[src/rtl/icrk4_pkg.sv]
`default_nettype none
package icrk4_pkg;

   localparam int MAX_STATES_DEF = 32;
   localparam int ACC_W = 64;
   localparam int MAG_W = 59;
   localparam int DIV_NUM_W = 60;
   localparam int DIV_DEN_W = 16;

   localparam logic signed [ACC_W-1:0] ACC_LIM = 64'sd576460752303423487;
   localparam logic signed [31:0] ONE_Q30 = 32'sd1073741824;

   localparam logic CSR_NUM_ITER = 1'b0;
   localparam logic CSR_TOTAL_TIME = 1'b1;

   typedef struct packed {
      logic                    start;
      logic signed [ACC_W-1:0] x;
      logic [31:0]             r;
   } mul_req_type;

   typedef struct packed {
      logic             done;
      logic             neg;
      logic [MAG_W-1:0] mag;
   } mul_rsp_type;

   typedef struct packed {
      logic                 start;
      logic [DIV_NUM_W-1:0] num;
      logic [DIV_DEN_W-1:0] den;
   } div_req_type;

   typedef struct packed {
      logic                 done;
      logic [DIV_NUM_W-1:0] quo;
   } div_rsp_type;

   function automatic logic signed [ACC_W-1:0] clamp_acc(input logic signed [ACC_W-1:0] v);
      logic signed [ACC_W-1:0] r;
      r = v;
      if (v > ACC_LIM) r = ACC_LIM;
      else if (v < -ACC_LIM) r = -ACC_LIM;
      return r;
   endfunction

   function automatic logic signed [31:0] clamp_pop(input logic signed [ACC_W-1:0] v);
      logic signed [31:0] r;
      r = v[31:0];
      if (v > 64'sd2147483647) r = 32'sh7fffffff;
      else if (v < -64'sd2147483648) r = 32'sh80000000;
      return r;
   endfunction

endpackage
`default_nettype wire

[src/rtl/icrk4_mul.sv]
`default_nettype none
module icrk4_mul import icrk4_pkg::*; (
   input  wire logic        clock,
   input  wire logic        reset,
   input  wire mul_req_type req,
   output mul_rsp_type      rsp
);

   typedef enum logic [3:0] {
      M_IDLE = 4'b0001,
      M_LO   = 4'b0010,
      M_HI   = 4'b0100,
      M_FIN  = 4'b1000
   } mst_type;

   mst_type st_ff, st_in;
   logic neg_ff, neg_in;
   logic [26:0] hi_ff, hi_in;
   logic [31:0] lo_ff, lo_in, r_ff, r_in;
   logic [63:0] plo_ff, plo_in;
   logic [58:0] phi_ff, phi_in;
   logic done_ff, done_in;
   logic [MAG_W-1:0] mag_ff, mag_in;
   logic [31:0] op_a;
   logic [63:0] prod;

   assign op_a = (st_ff == M_HI) ? {5'b0, hi_ff} : lo_ff;
   assign prod = op_a * r_ff;

   always_comb begin
      logic signed [ACC_W-1:0] cx;
      logic [ACC_W-1:0] m;
      logic [59:0] s;
      cx = clamp_acc(req.x);
      m = (cx < 0) ? 64'(-cx) : 64'(cx);
      s = 60'({phi_ff[50:0], 8'b0}) + 60'(plo_ff[63:24]);
      st_in = st_ff;
      neg_in = neg_ff;
      hi_in = hi_ff;
      lo_in = lo_ff;
      r_in = r_ff;
      plo_in = plo_ff;
      phi_in = phi_ff;
      mag_in = mag_ff;
      done_in = 1'b0;
      case (st_ff)
         M_IDLE: begin
            if (req.start) begin
               neg_in = cx < 0;
               hi_in = m[58:32];
               lo_in = m[31:0];
               r_in = req.r;
               st_in = M_LO;
            end
         end
         M_LO: begin
            plo_in = prod;
            st_in = M_HI;
         end
         M_HI: begin
            phi_in = prod[58:0];
            st_in = M_FIN;
         end
         M_FIN: begin
            if (phi_ff >= (59'd1 << 51) || s > 60'(ACC_LIM)) mag_in = ACC_LIM[MAG_W-1:0];
            else mag_in = s[MAG_W-1:0];
            done_in = 1'b1;
            st_in = M_IDLE;
         end
         default: st_in = M_IDLE;
      endcase
   end

   always_ff @(posedge clock) begin
      if (reset) begin
         st_ff <= M_IDLE;
         done_ff <= 1'b0;
      end else begin
         st_ff <= st_in;
         done_ff <= done_in;
      end
      neg_ff <= neg_in;
      hi_ff <= hi_in;
      lo_ff <= lo_in;
      r_ff <= r_in;
      plo_ff <= plo_in;
      phi_ff <= phi_in;
      mag_ff <= mag_in;
   end

   assign rsp = '{done: done_ff, neg: neg_ff, mag: mag_ff};

endmodule
`default_nettype wire

[config.mk]
export PLATFORM = sky130hd
export DESIGN_NAME = icrk4_mul
export DESIGN_NICKNAME = d
export VERILOG_FILES = /design/src/rtl/icrk4_pkg.sv /design/src/rtl/icrk4_mul.sv
export SDC_FILE = /design/constraint.sdc
export NUM_CORES = 2
export LEC_CHECK = 0
export BUFFER_PORTS_ARGS = -buffer_cell sky130_fd_sc_hd__buf_2
export CORE_MARGIN = 1
export CORE_UTILIZATION = 39
export CTS_CLUSTER_DIAMETER = 100
export DETAILED_ROUTE_END_ITERATION = 7
export HOLD_SLACK_MARGIN = 0.1
export PLACE_DENSITY = 0.63
export RECOVER_POWER = 50
export SLEW_MARGIN = 10
export SYNTH_ARGS = -nofsm -noshare
export SYNTH_HDL_FRONTEND = slang
export SYNTH_SLANG_ARGS = --single-unit
export TNS_END_PERCENT = 30
[constraint.sdc]
create_clock -name clock -period 9.4 [get_ports clock]
set_input_delay 0.47 -clock clock [delete_from_list [all_inputs] [get_ports clock]]
set_output_delay 0.47 -clock clock [all_outputs]
set_load 0.02 [all_outputs]
==> results.cfg <==
[run_status]
outcome = complete, but fails checks
violations = capacitance limit, slew limit

[route]
drtPass1Iterations = 5
drt-initial-drc-count = 2226
wl_per_cell_um = 19.4
vias = 33200
vias_per_cell = 5.17
drc_errors = 0
detail-route-antenna-nets = 0
drt_wl_total_um = 125000

[global_routing]
antenna_found_initial = 3
grt_usage_pct = 21.2
grt_overflow = 0
grt_pass1_vias = 35000
grt_pass1_wl_um = 199000
grt_max_degree = 72

[clock_network]
clock_path_buffers = 3
cts_buffers = 30
clk_pin_slew_worst_paths_ps = 60
cts_tree = done
cts.sinks = 255
htreeDepth = 1
cts_root_buf = clkbuf_16
insertion_delay_ps = 630
post_cts_buffers = 0

[floorplanning]
die_w_um = 345
rows = 125
die_area_mm2 = 0.119
core_mm2 = 0.117
io_pins = 160
fp.dieH_um = 345
start_util_pct = 39.4

[run]
drv_cap = 2

[finish]
fin_nets = 6170
syn2layout_area_growth_pct = 8.11
antennaDiodeCount = 0
layout-drive-gt1-share_pct = 6.02
fin_cells = 6422

[sta]
rsz0062_at_grt = true
slew_headroom_pct = -130
worst_pin_slew_ps = 3450
max_freq_mhz = 111
hold_viol_final = 0
final-setup-viol-count = 0
timing.final.crit_share_pct = 96.2
whs_ps = 174
drv_slew = 102
period_needed_ps = 9040
skew_ps = 33.2
setup_slack_ps = 359

[logic_synthesis]
ys_types = 77
ys_ff_latch = 255
yosysSeqAreaShare_pct = 16.6
ys_warn_count = 0
async_flop_share_pct = 0
netlist_instances = 4813
synth_edf_count = 250
syn_area_mm2 = 0.0460
syn_avg_cell_area_um2 = 9.55
synth_flop_cell = edfxtp_1
syn_nets = 6106

[critical_path]
worstSetupPathType = flip-flop to flip-flop
cp.arrival_ps = 9380
crit_slowest_cell = mux2_2
crit_top_cell = fa_1
crit_fanout = 33
crit_path_start_kind = flip-flop
max_stage_delay_ps = 570
endpoint_kind = flip-flop
cp.required_ps = 9740

[place]
gp_congestion = 0.905
hpwlAfterDp_um = 103000
detailedPlace.worstSlack_ps = 392
io_buffers = 159
placedCellCount = 6338

[worst_hold_path]
hold_class = primary input to flip-flop
## logic make-up after synthesis
logic type               Yosys count  synth area share, %
multiplexers                      33                0.795
AO/OA/AOI/OAI                    465                 6.30
AND/OR/NAND/NOR                 1547                 17.1
flip-flops                       255                 16.6
adder cells (fa/ha/maj)         1194                 47.2
XOR/XNOR                         116                 2.21
buffers and inverters           1203                 9.85
## through the flow
stage               util [%]  TNS, ps  cell area [µm²]
floorplan                  -        0            46000
global placement        41.6        0            48500
detailed placement      41.6        0            48500
CTS                     42.7        0            49800
global route            42.6    -21.0            49700
finish                  42.6        0            49700
## registers in the layout (all words and copies together), names as in the netlist
signal	count
done_ff	1
phi_ff	59
neg_ff	1
r_ff	32
st_ff	4
plo_ff	40
mag_ff	59
hi_ff	27
lo_ff	32
## cells in the mapped netlist (28+ instances only)
master    count  area (µm²)
nor2_1      121         454
nand2_1     587        2200
xor2_1       42         368
nor3_1       48         240
nand3_1      51         255
o21ai_0     122         611
nor2b_1      28         175
edfxtp_1    250        7510
fa_1        897       18000
mux2_2       28         315
ha_1        297        3720
and2_1      597        3730
a21o_1       49         368
inv_1       948        3560
clkbuf_1    245         920
a21oi_1     152         761
xnor2_1      74         648
## cells in the final DEF (no fill, tap or decap), types with 6 or more instances in the layout
cell and count:
buf_2 88, fa_1 897, clkinv_1 7, a21oi_1 151, nand3_1 51, clkbuf_1 76
o31ai_1 10, inv_1 948, o211ai_1 14, nor4_1 15, xnor2_1 74, or3_1 20
ha_1 296, mux2_2 23, o21a_1 14, nand4_1 20, o21ai_0 122, dlygate4sd3_1 31
o21bai_1 12, nand2b_1 9, buf_4 92, a211oi_1 8, nor2_1 119, a21o_1 49
and3_1 15, and2_1 597, or2_2 7, nor2b_1 23, edfxtp_1 250, nor3_1 46
nor3b_1 6, a221oi_1 8, nand2_1 587, a31oi_1 23, xor2_1 42, clkbuf_16 30
## worst max-delay path, delay by kind of cell (launching register included)
family | cells | cell delay (ps)
AND/OR/NAND/NOR | 4 | 790
multiplexers | 1 | 570
XOR/XNOR | 1 | 180
AO/OA/AOI/OAI | 7 | 1800
adder cells (fa/ha/maj) | 9 | 4510
buffers and inverters | 5 | 470
flip-flops | 1 | 360
## final cells by class
cell class,instances,area (µm²)
well taps,1524,1910
fillers,11300,66800
repair buffers,286,1740
multi-input cells,3355,33900
flip-flops and latches,255,7610
inverters,949,3560
clock inverters,19,194
clock buffers,34,786
## routing by layer
layer,track usage [%],part of all wire (%),vias to the layer above
met2,33.8,46,1279
met5,0,0,-
met4,4.41,2.2,0
met3,4.12,8.0,161
met1,29.9,44,16900
li1,-,-,14900
## timing repair
action | in CTS | in global routing
endpoints found under the hold margin | 31 | 0
setup endpoints to repair | 0 | 8
resized for setup | 0 | 6
hold buffers | 31 | 0
## path summary, 6_finish.rpt
kind | start | end | slack (ps) | depth (start not counted)
max | st_ff[0] | plo_ff[52] | 360 | 27
min | req[32] | lo_ff[0] | 170 | 2
max reg2reg | st_ff[0] | plo_ff[52] | 360 | 27
min reg2reg | plo_ff[28] | mag_ff[4] | 570 | 1
Power is left out: the tool's default activity adds up to more than one toggle a clock period on the data nets, which glitch-free logic cannot reach.
