`src/rtl/icrk4_pkg.sv`:
```
`default_nettype none
package icrk4_pkg;

   localparam int MAX_STATES_DEF = 32;
   localparam int ACC_W = 64;
   localparam int MAG_W = 59;
   localparam int DIV_NUM_W = 60;
   localparam int DIV_DEN_W = 16;

   localparam logic signed [ACC_W-1:0] ACC_LIM = 64'sd576460752303423487;
   localparam logic signed [31:0] ONE_Q30 = 32'sd1073741824;

   localparam logic CSR_NUM_ITER = 1'b0;
   localparam logic CSR_TOTAL_TIME = 1'b1;

   typedef struct packed {
      logic                    start;
      logic signed [ACC_W-1:0] x;
      logic [31:0]             r;
   } mul_req_type;

   typedef struct packed {
      logic             done;
      logic             neg;
      logic [MAG_W-1:0] mag;
   } mul_rsp_type;

   typedef struct packed {
      logic                 start;
      logic [DIV_NUM_W-1:0] num;
      logic [DIV_DEN_W-1:0] den;
   } div_req_type;

   typedef struct packed {
      logic                 done;
      logic [DIV_NUM_W-1:0] quo;
   } div_rsp_type;

   function automatic logic signed [ACC_W-1:0] clamp_acc(input logic signed [ACC_W-1:0] v);
      logic signed [ACC_W-1:0] r;
      r = v;
      if (v > ACC_LIM) r = ACC_LIM;
      else if (v < -ACC_LIM) r = -ACC_LIM;
      return r;
   endfunction

   function automatic logic signed [31:0] clamp_pop(input logic signed [ACC_W-1:0] v);
      logic signed [31:0] r;
      r = v[31:0];
      if (v > 64'sd2147483647) r = 32'sh7fffffff;
      else if (v < -64'sd2147483648) r = 32'sh80000000;
      return r;
   endfunction

endpackage
`default_nettype wire

```
`src/rtl/icrk4_div.sv`:
```
`default_nettype none
module icrk4_div import icrk4_pkg::*; (
   input  wire logic        clock,
   input  wire logic        reset,
   input  wire div_req_type req,
   output div_rsp_type      rsp
);

   logic busy_ff, busy_in;
   logic [5:0] cnt_ff, cnt_in;
   logic [DIV_NUM_W-1:0] quo_ff, quo_in;
   logic [DIV_DEN_W:0] rem_ff, rem_in;
   logic [DIV_DEN_W-1:0] den_ff, den_in;
   logic done_ff, done_in;
   logic [DIV_DEN_W:0] rsh;

   assign rsh = {rem_ff[DIV_DEN_W-1:0], quo_ff[DIV_NUM_W-1]};

   always_comb begin
      busy_in = busy_ff;
      cnt_in = cnt_ff;
      quo_in = quo_ff;
      rem_in = rem_ff;
      den_in = den_ff;
      done_in = 1'b0;
      if (!busy_ff) begin
         if (req.start) begin
            busy_in = 1'b1;
            cnt_in = 6'(DIV_NUM_W - 1);
            quo_in = req.num;
            rem_in = '0;
            den_in = req.den;
         end
      end else begin
         if (rsh >= {1'b0, den_ff}) begin
            rem_in = rsh - {1'b0, den_ff};
            quo_in = {quo_ff[DIV_NUM_W-2:0], 1'b1};
         end else begin
            rem_in = rsh;
            quo_in = {quo_ff[DIV_NUM_W-2:0], 1'b0};
         end
         cnt_in = cnt_ff - 6'd1;
         if (cnt_ff == 6'd0) begin
            busy_in = 1'b0;
            done_in = 1'b1;
         end
      end
   end

   always_ff @(posedge clock) begin
      if (reset) begin
         busy_ff <= 1'b0;
         done_ff <= 1'b0;
      end else begin
         busy_ff <= busy_in;
         done_ff <= done_in;
      end
      cnt_ff <= cnt_in;
      quo_ff <= quo_in;
      rem_ff <= rem_in;
      den_ff <= den_in;
   end

   assign rsp = '{done: done_ff, quo: quo_ff};

endmodule
`default_nettype wire

```
`config.mk`:
```
export PLATFORM = sky130hd
export DESIGN_NAME = icrk4_div
export DESIGN_NICKNAME = d
export VERILOG_FILES = /design/src/rtl/icrk4_pkg.sv /design/src/rtl/icrk4_div.sv
export SDC_FILE = /design/constraint.sdc
export NUM_CORES = 1
export LEC_CHECK = 0
export ABC_CLOCK_PERIOD_IN_PS = 3030
export BUFFER_PORTS_ARGS = -buffer_cell sky130_fd_sc_hd__buf_2
export CAP_MARGIN = 20
export CORE_ASPECT_RATIO = 1.75
export CORE_MARGIN = 2
export CORE_UTILIZATION = 47
export CTS_CLUSTER_DIAMETER = 200
export DETAILED_ROUTE_END_ITERATION = 7
export HOLD_SLACK_MARGIN = 0.05
export PLACE_DENSITY = 0.82
export SYNTH_ARGS = -nofsm -noshare
export SYNTH_HDL_FRONTEND = slang
export SYNTH_SLANG_ARGS = --single-unit
```
`constraint.sdc`:
```
create_clock -name clock -period 3.03 [get_ports clock]
set_input_delay 0.606 -clock clock [delete_from_list [all_inputs] [get_ports clock]]
set_output_delay 0.606 -clock clock [all_outputs]
set_load 0.05 [all_outputs]
```
==> impl_results.md <==
* Hold Path Class: primary input to flip-flop
* Vias in the first global route at 3,709
* Final Power at around 4 mW
* Initial antenna violation count at 0
* Top-count cell post-synth: edfxtp_1
* Vias per cell at ~5.3
* Cell Area, Synth at around 5000 um2
* FILL cells at 854
* Peak fanout along the critical path at 13
* Tmin final at ~2.5 ns
* Die Y at around 140 um
* Cells after Synth at approximately 370
* LEAKAGE at about 2.6 nW
* Busiest grt layer: met2
* Largest net degree at the start of global routing at 84
* Post-CTS resize count at 0
* R2R setup slack at a little under 0.5 ns
* Cell Pwr Density at approximately 660 nW/um2
* I/O pins at 140
* Headroom to the max-slew limit at 36.3%
* Synthesis Warnings at 0
* DR WL/cell at roughly 17 um
* Required time of the critical path at 3.13 ns
* GRT met3 Usage at under 10%
* Final setup margin at between 0.4 and 0.5 ns
* Top cells by count, synth: edfxtp_1, mux2_2, inv_1, ha_1, nor2_1
* Gr ovfl total at 0
* Worst-Skew Late Latency at around 0.34 ns
* Hold_ws at 0.434 ns
* Routed WL at 10.7 mm
* Max Clock Freq at around 0.4 GHz
* Yosys cell types at 44
* Storage cell area at between 2000 and 3000 um2
* Post-synth EDFFs at 98
* Setup crit end kind: flip-flop
* Crit-path leading delay family: compound AO/OA/AOI/OAI gates
* Initial Util at between 40% and 50%
* CTS Buf Count at 9
* Via count at 3,383
* 1st-pass router iterations at 4
* Final Hold Fails at 0
* CTS tree: built
* DRC at 0
* Core ar. at approximately 10,000 um2
* Clock Sinks at 100
* GR Util All Layers at between 10% and 20%
* Critical-path cell list: ha_1 -> nand3_2 -> o21bai_4 -> a21oi_2 -> o21ai_2 -> o311ai_4 -> buf_4 -> mux2i_1 -> nor2b_1
* GR Util met1 at roughly a fifth
* H-tree levels at 3
* Final slew viol count at 0
* Crit path kind: flip-flop to flip-flop
* # rows at 49
* Worst path arrival time at ~2.6 ns
* Area leader, netlist: edfxtp_1
* Detail Route Antenna Nets at 0
* Input/output buffers at 139
* Skew final at 0.00955 ns
* ANT cells at 0
* Die ar. at about 12,000 um2
* Fin nets at ~610
* RSZ-0062 raised after global routing: false
* Share of flip-flops with an asynchronous set or reset at 0%
* Area grow syn2layout at 23.4%
* Post-synth net total at 463
* CTS Root Cell: clkbuf_16
* Iter 0 DRT Violations at around 140
* Final Cycle Share at 84.0%
* Final GP Congestion at 0.901
* Yosys reg bits at 100
* Post-synthesis sequential area ratio at approximately 60%
* VDD IR max at ~0.40 mV
* Dominant cells by area after synthesis: edfxtp_1, mux2_2, ha_1
* Max cap viols at 0
* CP max-delay cell: edfxtp_1
* CP max stage delay at a little over 0.4 ns
* Hpwl dp at 7.91 mm
* Place WS at roughly 0.5 ns
* Crit path buf inv count at 1
* # hold bufs at CTS at 0
* Multi-input gate area at ~1900 um2
* First-pass GRT wire length at ~17 mm
* Synth top area share at 58.7%
* Die X at between 80 and 90 um
* Max clock buf depth at 2
* Top FF cell, synth: edfxtp_1
* Setup TNS at 0 ns
* Final-report setup violation count at 0
* Synthesized area per cell at 13.7 um2
* GR Layer Usage met2 at approximately a third
* Critical Path Start Type: flip-flop
* Outcome: complete, no violations
* Clk pin slew, worst setup/hold paths at ~0.07 ns
* Total setup buffers inserted after CTS at 0
* Share of layout cells above drive strength 1 at a little under half
* Least-Margin Pin Slew at around 0.96 ns
## final timing paths
| kind | startpoint | end | cells after the start |
|---|---|---|---|
| setup / recovery | rem_ff[2] | rem_ff[6] | 9 |
| hold / removal | req[6] | den_ff[6] | 1 |
| setup reg to reg | rem_ff[2] | rem_ff[6] | 9 |
| hold reg to reg | cnt_ff[2] | done_ff | 1 |
## stage by stage
step	instances	util, %	instance area, um2
5_1_grt	640	59.6	6180
4_1_cts	640	59.6	6180
2_1_floorplan	365	-	5010
3_3_place_gp	624	56.6	5860
6_report	640	59.6	6180
3_5_place_dp	624	56.6	5860
## worst reg2reg max path, cell delays in order (launching register included)
cell and delay, ns:
edfxtp_1 0.41, ha_1 0.39, nand3_2 0.11, o21bai_4 0.19, a21oi_2 0.22, o21ai_2 0.11, o311ai_4 0.30, buf_4 0.28
mux2i_1 0.23, nor2b_1 0.07
## routing by layer
layer / vias up / share of wire [%] / wire length (um)
met2: 112 / 56 / 6000
met5: - / 0 / 0
met1: 1615 / 36 / 3840
li1: 1636 / - / -
met4: 0 / 3.0 / 316
met3: 20 / 5.1 / 541
## area by class of cell
| type | instances | area share (%) |
|---|---|---|
| flip-flops and latches | 100 | 48.3 |
| clock inverters | 7 | 1.50 |
| well taps | 127 | 2.57 |
| repair buffers | 145 | 12.2 |
| inverters | 28 | 1.76 |
| clock buffers | 9 | 3.64 |
| multi-input cells | 224 | 30.0 |
## power breakdown
group	switching [mW]	internal, mW	leakage [nW]
combinational	0.709	0.392	1.50
clock	0.535	0.662	0.155
sequential	0.0693	1.70	0.993
total	1.31	2.75	2.65
## state kept, by name, indices dropped and copies added (netlist names)
register	count
den_ff	16
cnt_ff	6
busy_ff	1
quo_ff	60
done_ff	1
rem_ff	16
## cells in the final DEF (no fill, tap or decap), types with 2 or more instances in the layout
cell       count
o21a_1         2
a21oi_1       13
and3_1         2
edfxtp_1      98
nor2_1        18
nand3_1        5
nand2b_1       4
nand4_1        3
xnor2_1       10
or2_2          2
buf_4          5
ha_1          18
o31ai_1        2
inv_1         27
clkinv_4       2
o21ai_0       11
o211a_1        3
mux2i_1        8
nor3_1         6
xor2_1         4
mux2_2        59
nand2_1       16
nor2b_1       11
clkbuf_16      9
nor3b_1        2
buf_2        139
a31oi_1        4
a21o_1         4
inv_6          2
a211oi_2       2
## logic make-up (layout without fill, tap and decap cells)
family | count (synthesis) | in the layout | share of synthesized area, %
fa+ha+maj | 19 | 19 | 4.90
flops | 100 | 100 | 59.5
compound gates | 51 | 51 | 7.52
xor+xnor | 14 | 14 | 2.45
buf+inv | 41 | 189 | 3.45
mux | 67 | 67 | 14.9
simple gates | 73 | 73 | 7.29
Power figures use the tool's default switching activity.
